[src/hw/rtl/btt_pkg.sv]
// ----------------------------------------------------------------------------
// btt_pkg
// Shared types and codes of the brace template tokeniser: byte classes,
// queue entry format, result kinds and error codes.
// ----------------------------------------------------------------------------
package btt_pkg;

  // Depth of the queue between front and back; must be a power of two
  localparam int FIFO_DEPTH = 4;
  localparam int FIFO_AW    = $clog2(FIFO_DEPTH);

  // Significant characters
  localparam logic [7:0] CH_OPEN  = 8'h7B;
  localparam logic [7:0] CH_CLOSE = 8'h7D;
  localparam logic [7:0] CH_UNDER = 8'h5F;

  // Result kinds
  localparam logic [2:0] KIND_PENDING = 3'd0;
  localparam logic [2:0] KIND_LIT     = 3'd1;
  localparam logic [2:0] KIND_NAME    = 3'd2;
  localparam logic [2:0] KIND_CLOSED  = 3'd3;
  localparam logic [2:0] KIND_SKIP    = 3'd4;

  // Error codes
  localparam logic [2:0] ERR_NONE     = 3'd0;
  localparam logic [2:0] ERR_STRAY    = 3'd1;
  localparam logic [2:0] ERR_DANGLING = 3'd2;
  localparam logic [2:0] ERR_EMPTY    = 3'd3;
  localparam logic [2:0] ERR_START    = 3'd4;
  localparam logic [2:0] ERR_INNER    = 3'd5;

  // Byte class worked out by the front end
  typedef enum logic [2:0] {
    CLS_OPEN,
    CLS_CLOSE,
    CLS_ALPHA,   // letter or underscore: may start a name
    CLS_DIGIT,
    CLS_OTHER
  } cls_t;

  // One classified word in the queue
  typedef struct packed {
    logic [7:0] data;
    logic       last;
    cls_t       cls;
  } entry_t;

  // Queue status seen by the back end
  typedef struct packed {
    logic empty;
    logic full;
  } fifo_stat_t;

endpackage

[src/hw/rtl/brace_template_tokenizer.sv]
// ----------------------------------------------------------------------------
// brace_template_tokenizer
// Classifies template bytes as literal text, escaped braces, variable-name
// bytes or block closes, and reports the first syntax error of a pattern.
// ----------------------------------------------------------------------------
//  channel  | handshake        | words
//  ---------+------------------+-------------------------------------------
//  input    | push / full      | byte_in, last
//  result   | empty / pop      | out_byte, kind, name_first, error_code
//
//  One word in, one word out; sustained rate one byte per cycle while the
//  result side pops, limited by the mode update in the back end.
//  A pushed byte passes the queue, then the output register, before its
//  result shows.
//  rst (synchronous) empties the queue and output and returns to text mode.
//  A stalled result side fills the four-word queue before full rises.
// ----------------------------------------------------------------------------
module brace_template_tokenizer (
  input  logic       clk,
  input  logic       rst,
  input  logic       push,
  output logic       full,
  input  logic [7:0] byte_in,
  input  logic       last,
  output logic       empty,
  input  logic       pop,
  output logic [7:0] out_byte,
  output logic [2:0] kind,
  output logic       name_first,
  output logic [2:0] error_code
);

  btt_pkg::fifo_stat_t stat;
  btt_pkg::entry_t     wr_data;
  btt_pkg::entry_t     rd_data;
  logic                wr_en;
  logic                rd_en;

  btt_front u_front (
    .push    (push),
    .full    (full),
    .byte_in (byte_in),
    .last    (last),
    .stat    (stat),
    .wr_en   (wr_en),
    .wr_data (wr_data)
  );

  btt_fifo u_fifo (
    .clk     (clk),
    .rst     (rst),
    .wr_en   (wr_en),
    .wr_data (wr_data),
    .rd_en   (rd_en),
    .rd_data (rd_data),
    .stat    (stat)
  );

  btt_back u_back (
    .clk        (clk),
    .rst        (rst),
    .rd_data    (rd_data),
    .stat       (stat),
    .rd_en      (rd_en),
    .empty      (empty),
    .pop        (pop),
    .out_byte   (out_byte),
    .kind       (kind),
    .name_first (name_first),
    .error_code (error_code)
  );

endmodule

[src/hw/rtl/btt_front.sv]
// ----------------------------------------------------------------------------
// btt_front
// Input side: takes pattern bytes and tags each with its character class
// before it enters the queue.
// ----------------------------------------------------------------------------
module btt_front (
  input  logic              push,
  output logic              full,
  input  logic [7:0]        byte_in,
  input  logic              last,
  input  btt_pkg::fifo_stat_t stat,
  output logic              wr_en,
  output btt_pkg::entry_t   wr_data
);

  // Character class of the incoming byte
  btt_pkg::cls_t cls;

  always_comb begin
    if (byte_in == btt_pkg::CH_OPEN) begin
      cls = btt_pkg::CLS_OPEN;
    end else if (byte_in == btt_pkg::CH_CLOSE) begin
      cls = btt_pkg::CLS_CLOSE;
    end else if ((byte_in >= 8'h41 && byte_in <= 8'h5A) ||
                 (byte_in >= 8'h61 && byte_in <= 8'h7A) ||
                 byte_in == btt_pkg::CH_UNDER) begin
      cls = btt_pkg::CLS_ALPHA;
    end else if (byte_in >= 8'h30 && byte_in <= 8'h39) begin
      cls = btt_pkg::CLS_DIGIT;
    end else begin
      cls = btt_pkg::CLS_OTHER;
    end
  end

  // Queue write
  assign full         = stat.full;
  assign wr_en        = push && !stat.full;
  assign wr_data.data = byte_in;
  assign wr_data.last = last;
  assign wr_data.cls  = cls;

endmodule

[src/hw/rtl/btt_fifo.sv]
// ----------------------------------------------------------------------------
// btt_fifo
// Short queue of classified words between front and back ends.
// ----------------------------------------------------------------------------
module btt_fifo (
  input  logic                clk,
  input  logic                rst,
  input  logic                wr_en,
  input  btt_pkg::entry_t     wr_data,
  input  logic                rd_en,
  output btt_pkg::entry_t     rd_data,
  output btt_pkg::fifo_stat_t stat
);

  btt_pkg::entry_t              mem [btt_pkg::FIFO_DEPTH];
  logic [btt_pkg::FIFO_AW-1:0]  wr_ptr;
  logic [btt_pkg::FIFO_AW-1:0]  rd_ptr;
  logic [btt_pkg::FIFO_AW:0]    count;

  // Storage; entries need no reset
  always_ff @(posedge clk) begin
    if (wr_en) begin
      mem[wr_ptr] <= wr_data;
    end
  end

  // Pointers and fill level
  always_ff @(posedge clk) begin
    if (rst) begin
      wr_ptr <= '0;
      rd_ptr <= '0;
      count  <= '0;
    end else begin
      if (wr_en) wr_ptr <= wr_ptr + 1'b1;
      if (rd_en) rd_ptr <= rd_ptr + 1'b1;
      unique case ({wr_en, rd_en})
        2'b10:   count <= count + 1'b1;
        2'b01:   count <= count - 1'b1;
        default: count <= count;
      endcase
    end
  end

  assign rd_data    = mem[rd_ptr];
  assign stat.empty = (count == '0);
  assign stat.full  = (count == (btt_pkg::FIFO_AW+1)'(btt_pkg::FIFO_DEPTH));

endmodule

[src/hw/rtl/btt_back.sv]
// ----------------------------------------------------------------------------
// btt_back
// Parser state machine: walks the classified words, tracks the brace mode
// and holds the result word in an output register.
// ----------------------------------------------------------------------------
module btt_back (
  input  logic                clk,
  input  logic                rst,
  input  btt_pkg::entry_t     rd_data,
  input  btt_pkg::fifo_stat_t stat,
  output logic                rd_en,
  output logic                empty,
  input  logic                pop,
  output logic [7:0]          out_byte,
  output logic [2:0]          kind,
  output logic                name_first,
  output logic [2:0]          error_code
);

  typedef enum logic [2:0] {
    MODE_TEXT,
    MODE_OPEN,
    MODE_CLOSE,
    MODE_NAME,
    MODE_ERR
  } mode_t;

  mode_t      mode, mode_next;
  logic       out_valid;
  logic [7:0] ob_next;
  logic [2:0] kind_next;
  logic       first_next;
  logic [2:0] err_next;

  // Take a word when the output register is free or being drained
  assign rd_en = !stat.empty && (!out_valid || pop);
  assign empty = !out_valid;

  // Next mode and result for the word at the queue head
  always_comb begin
    ob_next    = rd_data.data;
    kind_next  = btt_pkg::KIND_LIT;
    first_next = 1'b0;
    err_next   = btt_pkg::ERR_NONE;
    mode_next  = MODE_TEXT;
    unique case (mode)
      MODE_TEXT: begin
        if (rd_data.cls == btt_pkg::CLS_OPEN) begin
          kind_next = btt_pkg::KIND_PENDING;
          mode_next = MODE_OPEN;
          if (rd_data.last) err_next = btt_pkg::ERR_DANGLING;
        end else if (rd_data.cls == btt_pkg::CLS_CLOSE) begin
          kind_next = btt_pkg::KIND_PENDING;
          mode_next = MODE_CLOSE;
          if (rd_data.last) err_next = btt_pkg::ERR_STRAY;
        end
      end
      MODE_OPEN: begin
        if (rd_data.cls == btt_pkg::CLS_OPEN) begin
          kind_next = btt_pkg::KIND_LIT;
        end else if (rd_data.cls == btt_pkg::CLS_CLOSE) begin
          err_next = btt_pkg::ERR_EMPTY;
        end else if (rd_data.cls == btt_pkg::CLS_ALPHA) begin
          kind_next  = btt_pkg::KIND_NAME;
          first_next = 1'b1;
          mode_next  = MODE_NAME;
          if (rd_data.last) err_next = btt_pkg::ERR_DANGLING;
        end else begin
          err_next = btt_pkg::ERR_START;
        end
      end
      MODE_CLOSE: begin
        if (rd_data.cls != btt_pkg::CLS_CLOSE) err_next = btt_pkg::ERR_STRAY;
      end
      MODE_NAME: begin
        if (rd_data.cls == btt_pkg::CLS_CLOSE) begin
          kind_next = btt_pkg::KIND_CLOSED;
        end else if (rd_data.cls == btt_pkg::CLS_ALPHA ||
                     rd_data.cls == btt_pkg::CLS_DIGIT) begin
          kind_next = btt_pkg::KIND_NAME;
          mode_next = MODE_NAME;
          if (rd_data.last) err_next = btt_pkg::ERR_DANGLING;
        end else begin
          err_next = btt_pkg::ERR_INNER;
        end
      end
      default: begin
        // error skip, and any unused mode code
        kind_next = btt_pkg::KIND_SKIP;
        ob_next   = 8'h00;
        mode_next = MODE_ERR;
      end
    endcase

    // An error blanks the word and enters skip
    if (err_next != btt_pkg::ERR_NONE) begin
      kind_next  = btt_pkg::KIND_SKIP;
      ob_next    = 8'h00;
      first_next = 1'b0;
      mode_next  = MODE_ERR;
    end
    // End of pattern always returns to text
    if (rd_data.last) mode_next = MODE_TEXT;
  end

  // Mode and output register
  always_ff @(posedge clk) begin
    if (rst) begin
      mode      <= MODE_TEXT;
      out_valid <= 1'b0;
    end else begin
      if (rd_en) begin
        mode      <= mode_next;
        out_valid <= 1'b1;
      end else if (pop) begin
        out_valid <= 1'b0;
      end
    end
    if (rd_en) begin
      out_byte   <= ob_next;
      kind       <= kind_next;
      name_first <= first_next;
      error_code <= err_next;
    end
  end

endmodule

[config.mk]
export PLATFORM = sky130hd
export DESIGN_NAME = brace_template_tokenizer
export DESIGN_NICKNAME = d
export VERILOG_FILES = /design/src/hw/rtl/btt_pkg.sv /design/src/hw/rtl/brace_template_tokenizer.sv /design/src/hw/rtl/btt_front.sv /design/src/hw/rtl/btt_fifo.sv /design/src/hw/rtl/btt_back.sv
export SDC_FILE = /design/constraint.sdc
export NUM_CORES = 1
export LEC_CHECK = 0
export BUFFER_PORTS_ARGS = -buffer_cell sky130_fd_sc_hd__buf_2
export CAP_MARGIN = 10
export CORE_ASPECT_RATIO = 0.7
export CORE_UTILIZATION = 40
export CTS_BUF_LIST = sky130_fd_sc_hd__clkbuf_16
export DETAILED_ROUTE_END_ITERATION = 10
export PLACE_DENSITY_LB_ADDON = 0.25
export SKIP_CTS_REPAIR_TIMING = 1
export SLEW_MARGIN = 20
export SYNTH_ARGS = -nofsm -noshare
export SYNTH_HDL_FRONTEND = slang
export SYNTH_SLANG_ARGS = --single-unit
[constraint.sdc]
create_clock -name clk -period 7.2 [get_ports clk]
set_input_delay 1.44 -clock clk [delete_from_list [all_inputs] [get_ports clk]]
set_output_delay 1.44 -clock clk [all_outputs]
set_load 0.01 [all_outputs]
# Word level (Yosys, flattened, before mapping)
# Memory sizes are Yosys's and may differ from the RTL's. A register that Yosys moved wholly into a read port is not among the register bits.
# Cells that the tools add are included.
word_totals:
  register_bits: 26
  latchBits: 0
  ramBits: 48
  romBits: 0
  inputBits: 13
  out_inout_bits: 17
  n_memories: 1
memory_table:
  columns: ["memory", "words", "word_bits", "rd", "rd_ports_with_merged_regs", "write_ports", "line_no", "rtl"]
  rows:
  - ["u_fifo.mem", 4, 12, 1, 1, 1, "btt_fifo.sv:15", "btt_pkg::entry_t mem [btt_pkg::FIFO_DEPTH];"]
classes:
  addsub: 4
  n_mul: 0
  div_mod_pow: 0
  order_cmp: 6
  eq_ne: 13
  n_shift: 0
  n_mux: 41
  bitwise: 2
  n_reduce_logical: 21
op_table:
  columns: ["operator", "count"]
  rows:
  - ["two-way mux 3 bit", 21]
  - ["one-hot mux 3 bit (4 select lines)", 3]
  - ["equality test 8 x 7 -> 1 bit, second input constant", 3]
  - [">= comparator 8 x 7 -> 1 bit, second input constant", 2]
  - ["less-or-equal comparator 8 x 7 -> 1 bit, second input constant", 2]
  - ["two-way mux 2 bit", 8]
  - ["equality test 3 x 2 -> 1 bit, second input constant", 4]
  - ["zero test 3 bit", 3]
  - [">= comparator 8 x 6 -> 1 bit, second input constant", 1]
  - ["less-or-equal comparator 8 x 6 -> 1 bit, second input constant", 1]
  - ["two-way mux 1 bit", 8]
  - ["OR reduction 4 bit", 2]
  - ["equality test 3 x 1 -> 1 bit, second input constant", 2]
  - ["one-hot mux 3 bit (2 select lines)", 1]
  - ["logical AND 1 bit", 5]
  - ["adder 2 x 1 -> 2 bit, second input constant", 2]
  - ["logical OR 1 bit", 4]
  - ["nonzero test 2 bit", 2]
  - ["adder 3 x 1 -> 3 bit, second input constant", 1]
  - ["equality test 3 bit, second input constant", 1]
  - ["zero test 1 bit", 3]
  - ["!= test 3 x 1 -> 1 bit, second input constant", 1]
  - ["nonzero test 3 bit", 1]
  - ["subtractor 3 x 1 -> 3 bit, second input constant", 1]
  - ["4 further kinds", 5]

# Longest topological paths before layout
# Gate-level depths: netlist of the first run.
depth:
  ltp_word: 8
  mapped_depth: 11
  mapped_depth_nobuf: 10

# Modules after synthesis
# A second synthesis of the first run with hierarchy kept.
unflattened:
  hier_cells: 233
  area_unflattened_um2: 3487.1
by_module_without_submodules:
  columns: ["module", "n_inst", "cells_each", "area_per_inst_um2", "seq_area_each_um2"]
  rows:
  - ["btt_fifo", 1, 109, 2169.6, 1621.6]
  - ["btt_back", 1, 94, 1103.6, 530.5]
  - ["btt_front", 1, 30, 214.0, 0.0]

# Worst setup path before layout of the first run
# OpenSTA, ideal clock, no wires.
synth_timing:
  kind: "in2reg"
  startpoint: "input port pop"
  endpoint: "register u_fifo.count[2] (netlist name)"
  setup_ns: 0.070
  arrival_ns: 3.482
  slack_ns: 3.648
  path_stages: 9
  n_path_buf: 0
  path_cell_list: "nor2b_1 > or2_2 > inv_1 > ha_1 > inv_1 > fa_1 > xor2_1 > or3_1 > a21oi_1"
synth_between:
  elab_chain_cells: 4
  elab_cells_between_ends: 6
synth_lines:
  columns: ["item", "line_no", "rtl"]
  rows:
  - ["from (decl)", "brace_template_tokenizer.sv:26", "input logic pop,"]
  - ["logical OR 1 bit (*)", "btt_back.sv:36", "assign rd_en = !stat.empty && (!out_valid || pop);"]
  - ["logical AND 1 bit (*)", "btt_back.sv:36", null]
  - ["net rd_en", "brace_template_tokenizer.sv:37", "logic rd_en;"]
  - ["equality test 2 x 1 -> 1 bit or equality test 2 bit (tied branches)", "btt_fifo.sv:36", "unique case ({wr_en, rd_en})"]
  - ["one-hot mux 3 bit (2 select lines) or nonzero test 2 bit (tied branches)", null, null]
  - ["to (signal assigned)", "btt_fifo.sv:37", "2'b10: count <= count + 1'b1;"]
  - ["to (signal assigned)", "btt_fifo.sv:38", "2'b01: count <= count - 1'b1;"]
  - ["to (signal assigned)", "btt_fifo.sv:39", "default: count <= count;"]
  - ["to (decl)", "btt_fifo.sv:18", "logic [btt_pkg::FIFO_AW:0] count;"]
# Mark *: on every way through the listed nets, which the timed path passes. The rest lies on a longest branch.
# A chain may end at the register's enable or synchronous reset.

# Worst setup path in the final report of the first run
# Ends and elaborated chain as after synthesis.

==> results of run 1 <==
-- area by class of cell --
class,instances,area share (%)
Clock buffer,9,6.00
Inverter,9,0.900
Multi-Input combinational cell,114,25.8
Timing Repair Buffer,29,3.87
Sequential cell,76,57.3
Clock inverter,6,2.80
Tap cell,98,3.27
-- cell families after synthesis --
logic type	share of synthesized area, %
multiplexers	9.73
XOR/XNOR	1.64
AND/OR/NAND/NOR	11.5
adder cells (fa/ha/maj)	2.58
buffers and inverters	2.46
flip-flops	67.2
AO/OA/AOI/OAI	4.81
-- power by group --
part	total, mW	switching (mW)	internal [mW]
Clock	0.491	0.158	0.334
Sequential	0.658	0.0505	0.607
Combinational	0.414	0.236	0.178
-- state kept, by name, summed over array words and instances (netlist names), named ones only --
name,cells
u_back.mode,3
u_back.kind,3
u_fifo.count,3
u_fifo.mem,48
u_back.name_first,1
u_fifo.wr_ptr,2
u_back.out_valid,1
u_fifo.rd_ptr,2
u_back.error_code,3
u_back.out_byte,8
-- through the flow --
step	utilization [%]	hold WS, ps	setup WS (ps)	power, mW
final	50.0	514	3660	1.56
after global routing	50.0	554	3470	1.65
after CTS	50.0	517	3630	1.58
after detailed placement	45.6	504	3290	1.09
after global placement	45.6	497	3350	1.08
after floorplan	-	461	3650	0.970
-- per-layer routing --
layer / vias to the layer above / GRT usage (%) / part of all wire (%)
met5: - / 0 / 0
li1: 849 / - / -
met1: 851 / 19.0 / 48
met4: 0 / 6.08 / 1.4
met3: 9 / 4.93 / 4.2
met2: 38 / 22.5 / 46
-- final timing paths --
path / depth (start not counted) / to / startpoint
worst min register to register: 2 / u_fifo.count[1]$_SDFFE_PP0P_ / u_fifo.count[1]$_SDFFE_PP0P_
worst max register to register: 5 / u_back.kind[0]$_SDFFCE_PP0P_ / flop
worst max-delay path: 10 / u_fifo.count[2]$_SDFFE_PP0P_ / pop
worst min-delay path: 2 / u_fifo.count[1]$_SDFFE_PP0P_ / u_fifo.count[1]$_SDFFE_PP0P_
-- cell usage in the layout, fill, tap and decap left out, types with 7 or more instances in the layout --
cell type and instances:
dfxtp_1 13, nor3_1 7, nor2_1 18, nor3b_1 8, clkbuf_16 9, buf_2 29, nor2b_1 7, a21oi_1 7
inv_1 10, mux4_2 9, edfxtp_1 63
-- critical path, stage by stage --
cell	delay, ps
buf_2	70
nor2b_1	50
or2_2	330
inv_1	590
ha_1	300
inv_1	60
fa_1	370
xor2_1	150
or3_1	300
a21oi_1	130
==> summary.txt, run 1 <==
Status: finished clean
VDD IR max: 0.000188 V
Final Hold Viols: 0
Min cycle time layout: 3540 ps
Cell taking the most area after synthesis: edfxtp_1
Antenna violations before repair: 0
Area grow syn2layout: 17.3%
GRT overflow: 0
RSZ-0062 raised after global routing: no
Multi-input gate area: 970 um2
WL final: 5.42 mm
Share of synthesized registers carrying an async set or reset: 0%
Total Routing Usage GR: 14.7%
CTS sink count: 76
HP Class: reg2reg
Initial Utilization: 42.6%
Worst Setup Start Kind: input port
H-tree levels: 3
DR vias: 1747
Antenna Nets Post-Route: 0
Largest cells by area after synthesis: edfxtp_1 (59%), dfxtp_1 (8.1%), mux4_2 (6.3%)
Final instance area: 0.00375 mm2
Clock transition at path regs: 50 ps
Largest net degree at the start of global routing: 22
First-pass iteration count of the detailed router: 6
CTS tree: yes
Syn avg cell area: 15.5 um2
Power Density: 416 mW/mm2
Fillers: 636
Leakage power: 1.35 nW
Mapped Area: 0.00320 mm2
1st-iter DRT viols: 124
CP arrival: 3800 ps
Antenna Cells: 0
Ys Warns: 0
Flop2flop setup slack: 4060 ps
Setup TNS: 0 ps
Max-cap viol count: 0
Clock Skews: 5.30 ps
Die Area: 0.00837 mm2
Commonest cells in the netlist: edfxtp_1 (63), nor2_1 (18), dfxtp_1 (13)
Synth Instances: 206
Worst endpoint required time: 7460 ps
WS Path Type: in2reg
Vias in the first global route: 1752
Layout cells sized above 1: 22.6%
Reg area: 0.00215 mm2
Core footprint: 0.00751 mm2
FMAX: 282 MHz
CP Max Fanout: 21
Synthesized net count: 225
# setup viols final: 0
Worst setup EP type: flop
Drt drc: 0
TritonCTS Buffers: 9
Die H: 76.8 um
Clock latency on the worst-skew pair: 330 ps
Post-DP HPWL: 3.53 mm
Filler-free cell count of the finished design: 341
Most common cell in the synthesized netlist: edfxtp_1
First-pass GRT wire length: 8.93 mm
Max-slew violations: 0
WL per Instance: 15.9 um
Post-synth cell types: 42
Sequential fraction of the synthesis area: 67.2%
Die span in x: 109 um
Ys flop type: edfxtp_1
Buffers on Ports: 29
Clk buf depth: 2
Placed Cells: 326
EDFF count, synth: 63
Worst-margin pin slew: 794 ps
Nets@finish: 258
IO Count: 30
Final period util: 49.2%
Top-area cell type share of the netlist area: 59.1%
RePlAce Congestion: 0.767
Placed inst area: 0.00342 mm2
Routed vias/inst: 5.12
FF+latch count, synth: 76
Site row count: 26
CTS root buffer: clkbuf_16
Relative slew slack: 47.0%
Power figures use the tool's default switching activity.
==> run 2, diff against run 1 <==
--- a/config.mk
+++ b/config.mk
@@ -5,6 +5,7 @@
 export SDC_FILE = /design/constraint.sdc
 export NUM_CORES = 1
 export LEC_CHECK = 0
+export ABC_AREA = 1
 export BUFFER_PORTS_ARGS = -buffer_cell sky130_fd_sc_hd__buf_2
 export CAP_MARGIN = 10
 export CORE_ASPECT_RATIO = 0.7
==> constraint.sdc (replaced) <==
create_clock -name clk -period 3.49 [get_ports clk]
set_input_delay 0.698 -clock clk [delete_from_list [all_inputs] [get_ports clk]]
set_output_delay 0.698 -clock clk [all_outputs]
set_load 0.01 [all_outputs]
==> summary.txt, run 2 <==
Syn avg cell area: 10.8 um2
H-tree levels: 3
IO Count: 30
Top sig layer: met4
First-pass GRT wire length: 10.8 mm
Critical hold path startpoint: u_fifo.rd_ptr[1]$_SDFFE_PP0P_
Worst endpoint required time: 3650 ps
Max reg flops: 48
# setup viols final: 0
Die span in x: 112 um
Most common cell in the synthesized netlist: nand2_1
Layout cells sized above 1: 22.2%
Metal-1 WL: 3.22 mm
Nets@finish: 374
Critical Path Max Stage Delay: 740 ps
Clock transition at path regs: 50 ps
Relative slew slack: 56.2%
Largest net degree at the start of global routing: 27
CTS root buffer: clkbuf_16
Routed vias/inst: 4.95
Ys flop type: edfxtp_1
Setup TNS: 0 ps
EDFF count, synth: 63
Mapped Area: 0.00340 mm2
FMAX: 422 MHz
CP arrival: 2530 ps
Critical Path Most Common Cell: nand3_4
Drt drc: 2
Max-slew violations: 0
Site row count: 27
Antenna Cells: 0
Worst-margin pin slew: 657 ps
Final period util: 67.9%
Clock latency on the worst-skew pair: 330 ps
Cell taking the most area after synthesis: edfxtp_1
Failing checks: DRC
HP Class: reg2reg
Commonest cells after routing, fill and taps aside: nand2_1 (81), edfxtp_1 (63), inv_1 (33)
Die H: 79.1 um
Area grow syn2layout: 17.7%
Share of synthesized registers carrying an async set or reset: 0%
Buffers on Ports: 29
Routed length on met2: 2.76 mm
Flop2flop setup slack: 1120 ps
Post-DP HPWL: 4.41 mm
Final instance area: 0.00400 mm2
Leakage power: 1.63 nW
CP max stage cell: dfxtp_1
Total Routing Usage GR: 16.5%
Critical-path cell list: inv_6 > nand2_1 > nand3_2 > nand2_4 > nand3_4 > nor2_1 > nor2_2 > a21oi_4 > nand3_4 > nor3_2
WS Path Type: reg2reg
CTS sink count: 76
Most common cell after layout, fill and taps aside: nand2_1
WP buf/inv: 1
Top-area cell type share of the netlist area: 55.6%
Top delay family on crit path: simple AND/OR/NAND/NOR gates
First-pass iteration count of the detailed router: 7
Synthesized net count: 334
Commonest cells in the netlist: nand2_1 (81), edfxtp_1 (63), inv_1 (32)
Final Hold Viols: 0
WL per Instance: 14.2 um
Antenna Nets Post-Route: 0
WL final: 6.54 mm
Power Density: 889 mW/mm2
VDD IR max: 0.000325 V
Synth Instances: 315
Clock Skews: 7.50 ps
DR vias: 2283
Met3 wire length: 478 um
CTS tree: yes
RePlAce Congestion: 0.851
Crit Reg-Reg Endpoint: u_back.out_byte[0]$_SDFFCE_PP0P_
Core footprint: 0.00804 mm2
Hold Path Depth: 2
Die Area: 0.00888 mm2
Ys Warns: 0
Max-cap viol count: 0
CP Max Fanout: 26
Reg2reg path depth: 10
Sequential fraction of the synthesis area: 63.3%
Status: finished with violations
Largest registers: u_fifo.mem (48), u_back.out_byte (8)
Worst setup EP type: flop
FF+latch count, synth: 76
1st-iter DRT viols: 158
Worst Setup Start Kind: flop
Place WS: 1100 ps
Reg with most FFs: u_fifo.mem
Largest cells by area after synthesis: edfxtp_1 (56%), nand2_1 (8.9%), dfxtp_1 (7.7%)
TritonCTS Buffers: 9
Initial Utilization: 42.3%
Post-synth cell types: 31
RSZ-0062 raised after global routing: no
Vias in the first global route: 2192
Antenna violations before repair: 0
GRT overflow: 0
Clk buf depth: 2
Final Worst Setup Slack: 1120 ps
Placed inst area: 0.00368 mm2
Min cycle time layout: 2370 ps
-- run 2: routing by layer --
layer | track usage, % | up-vias
met4 | 8.40 | 0
met2 | 23.9 | 75
met1 | 22.3 | 1037
li1 | - | 1161
met3 | 5.34 | 10
met5 | 0 | -
-- run 2: stage by stage --
| step | cells | hold slack, ps | power, mW | util [%] |
|---|---|---|---|---|
| after CTS | 461 | 464 | 3.60 | 49.8 |
| final | 461 | 464 | 3.56 | 49.8 |
| after detailed placement | 445 | 454 | 2.62 | 45.7 |
| after floorplan | 315 | 436 | 2.28 | - |
| after global routing | 461 | 502 | 3.81 | 49.8 |
| after global placement | 445 | 449 | 2.59 | 45.7 |
-- run 2: tightest hold or removal path, stage by stage, from the launching register on --
cell and delay (ps):
dfxtp_1 300, inv_1 60, a21oi_1 60
-- run 2: cells by family after synthesis --
| family | count (synthesis) | synth area share [%] |
|---|---|---|
| AND/OR/NAND/NOR | 146 | 21.3 |
| flip-flops | 76 | 63.3 |
| AO/OA/AOI/OAI | 44 | 7.25 |
| buffers and inverters | 43 | 5.67 |
| adder cells (fa/ha/maj) | 6 | 2.43 |
-- run 2: layout make-up --
class / instances / area, um2
fillers: 729 / 4040
flip-flops and latches: 76 / 2150
inverters: 36 / 140
multi-input cells: 196 / 1060
well taps: 101 / 126
clock inverters: 5 / 47.5
repair buffers: 36 / 198
clock buffers: 11 / 275
-- run 2: worst max path at each step --
stage | endpoint | slack [ps] | depth (start not counted)
final | u_back.out_byte[0]$_SDFFCE_PP0P_ | 1120 | 10
after global routing | u_back.out_byte[0]$_SDFFCE_PP0P_ | 880 | 10
after CTS | u_back.out_byte[0]$_SDFFCE_PP0P_ | 1080 | 10
after detailed placement | u_back.out_byte[0]$_SDFFCE_PP0P_ | 1100 | 10
after global placement | u_back.out_byte[0]$_SDFFCE_PP0P_ | 1210 | 10
after floorplan | u_fifo.count[2]$_SDFFE_PP0P_ | 420 | 9
-- run 2: report_power, final --
part,internal [mW],switching [mW],total [mW]
logic,0.404,0.830,1.23
registers,1.26,0.0889,1.35
clock network,0.632,0.340,0.972
==> run 3, diff against run 2 <==
==> constraint.sdc (replaced) <==
create_clock -name clk -period 2.3 [get_ports clk]
set_input_delay 0.46 -clock clk [delete_from_list [all_inputs] [get_ports clk]]
set_output_delay 0.46 -clock clk [all_outputs]
set_load 0.01 [all_outputs]
==> summary.txt, run 3 (same netlist as run 2, synthesis figures left out) <==
Critical Path Max Stage Delay: 380 ps
Clk buf depth: 2
Fillers: 710
Critical-path cell list: inv_1 > nor3_1 > nor2_1 > inv_1 > ha_1 > inv_1 > fa_1 > a21oi_1 > o21ai_0 > o21ai_0 > a21oi_1
Critical hold path startpoint: rst
Status: finished with violations
WL per Instance: 14.3 um
Buffers on Ports: 29
Reg with most FFs: u_fifo.mem
Drt drc: 3
Clock transition at path regs: 60 ps
Antenna Cells: 0
Post-DP HPWL: 4.45 mm
Power Density: 1370 mW/mm2
Largest net degree at the start of global routing: 28
Min cycle time layout: 2030 ps
Placed Cells: 448
# setup viols final: 0
Final core occ: 50.5%
Relative slew slack: 65.8%
Top delay family on crit path: adder cells
Die H: 79.1 um
FMAX: 493 MHz
Final Worst Setup Slack: 270 ps
Commonest cells after routing, fill and taps aside: nand2_1 (81), edfxtp_1 (63), inv_1 (32)
Largest registers: u_fifo.mem (48), u_back.out_byte (8)
CTS tree: yes
Final instance area: 0.00406 mm2
Worst setup EP type: flop
Area grow syn2layout: 19.5%
HP Class: in2reg
H-tree levels: 3
Initial Utilization: 42.3%
IO Count: 30
Worst endpoint required time: 2510 ps
WL final: 6.63 mm
Setup TNS: 0 ps
Die Area: 0.00888 mm2
RePlAce Congestion: 0.820
Worst R2R Start: u_fifo.count[2]$_SDFFE_PP0P_
First-pass iteration count of the detailed router: 7
Leakage power: 1.65 nW
Routed vias/inst: 4.97
CP Max Fanout: 7
GRT overflow: 0
Max-slew violations: 0
Site row count: 27
Reg2reg path depth: 11
Die span in x: 112 um
RSZ-0062 raised after global routing: no
Vias in the first global route: 2229
Most common cell after layout, fill and taps aside: nand2_1
Antenna violations before repair: 0
TritonCTS Buffers: 9
Crit Reg-Reg Endpoint: u_fifo.count[2]$_SDFFE_PP0P_
Antenna Nets Post-Route: 0
Worst Setup Start Kind: flop
Clock Skews: 4.36 ps
Failing checks: DRC
WP buf/inv: 3
Reg area: 0.00215 mm2
DR vias: 2306
Filler-free cell count of the finished design: 464
Hold Path Depth: 2
Layout cells sized above 1: 22.9%
Multi-input gate area: 0.00107 mm2
Max-cap viol count: 0
Min-Delay Endpoint: u_back.mode[2]$_SDFFE_PP0P_
Place WS: 266 ps
CTS sink count: 76
1st-iter DRT viols: 118
Placed inst area: 0.00372 mm2
Worst-margin pin slew: 509 ps
Total chip power: 5.57 mW
Flop2flop setup slack: 270 ps
Max reg flops: 48
CP arrival: 2240 ps
Worst hold margin: 358 ps
Nets@finish: 377
CP max stage cell: fa_1
Core footprint: 0.00804 mm2
First-pass GRT wire length: 11.0 mm
Total Routing Usage GR: 16.6%
Clock latency on the worst-skew pair: 320 ps
Final Hold Viols: 0
Critical Path Most Common Cell: inv_1
Final period util: 88.3%
WS Path Type: reg2reg
VDD IR max: 0.000569 V
CTS root buffer: clkbuf_16
## run 3: area by class of cell
class	instances	share of cell area, %
Clock inverter	7	2.83
Tap cell	101	3.11
Sequential cell	76	53.0
Clock buffer	9	5.55
Multi-Input combinational cell	196	26.3
Timing Repair Buffer	39	5.73
Inverter	36	3.45
## run 3: worst register-to-register path: cells and delay by family, from the launching register on
family	cells	cell delay (ps)
fa+ha+maj	2	550
compound gates	4	450
buf+inv	3	310
simple gates	2	310
flops	1	300
## run 3: how the worst max path moves through the flow
stage	start	to	cells after the start
2_1_floorplan	pop	u_fifo.count[2]$_SDFFE_PP0P_	9
3_5_place_dp	u_fifo.count[2]$_SDFFE_PP0P_	u_fifo.count[2]$_SDFFE_PP0P_	11
4_1_cts	u_fifo.count[2]$_SDFFE_PP0P_	u_fifo.count[2]$_SDFFE_PP0P_	11
5_1_grt	u_fifo.count[2]$_SDFFE_PP0P_	u_fifo.count[2]$_SDFFE_PP0P_	11
3_3_place_gp	push	u_fifo.count[2]$_SDFFE_PP0P_	11
6_report	u_fifo.count[2]$_SDFFE_PP0P_	u_fifo.count[2]$_SDFFE_PP0P_	11
## run 3: power breakdown
group	switching, mW	internal (mW)
Combinational	1.31	0.672
Clock	0.521	1.06
Sequential	0.101	1.92
## run 3: metal layers
metal,vias up,track usage [%],routed length (um)
met1,1077,22.0,3270
met5,-,0,0
li1,1165,-,-
met4,0,8.93,119
met2,54,25.2,2880
met3,10,4.27,358
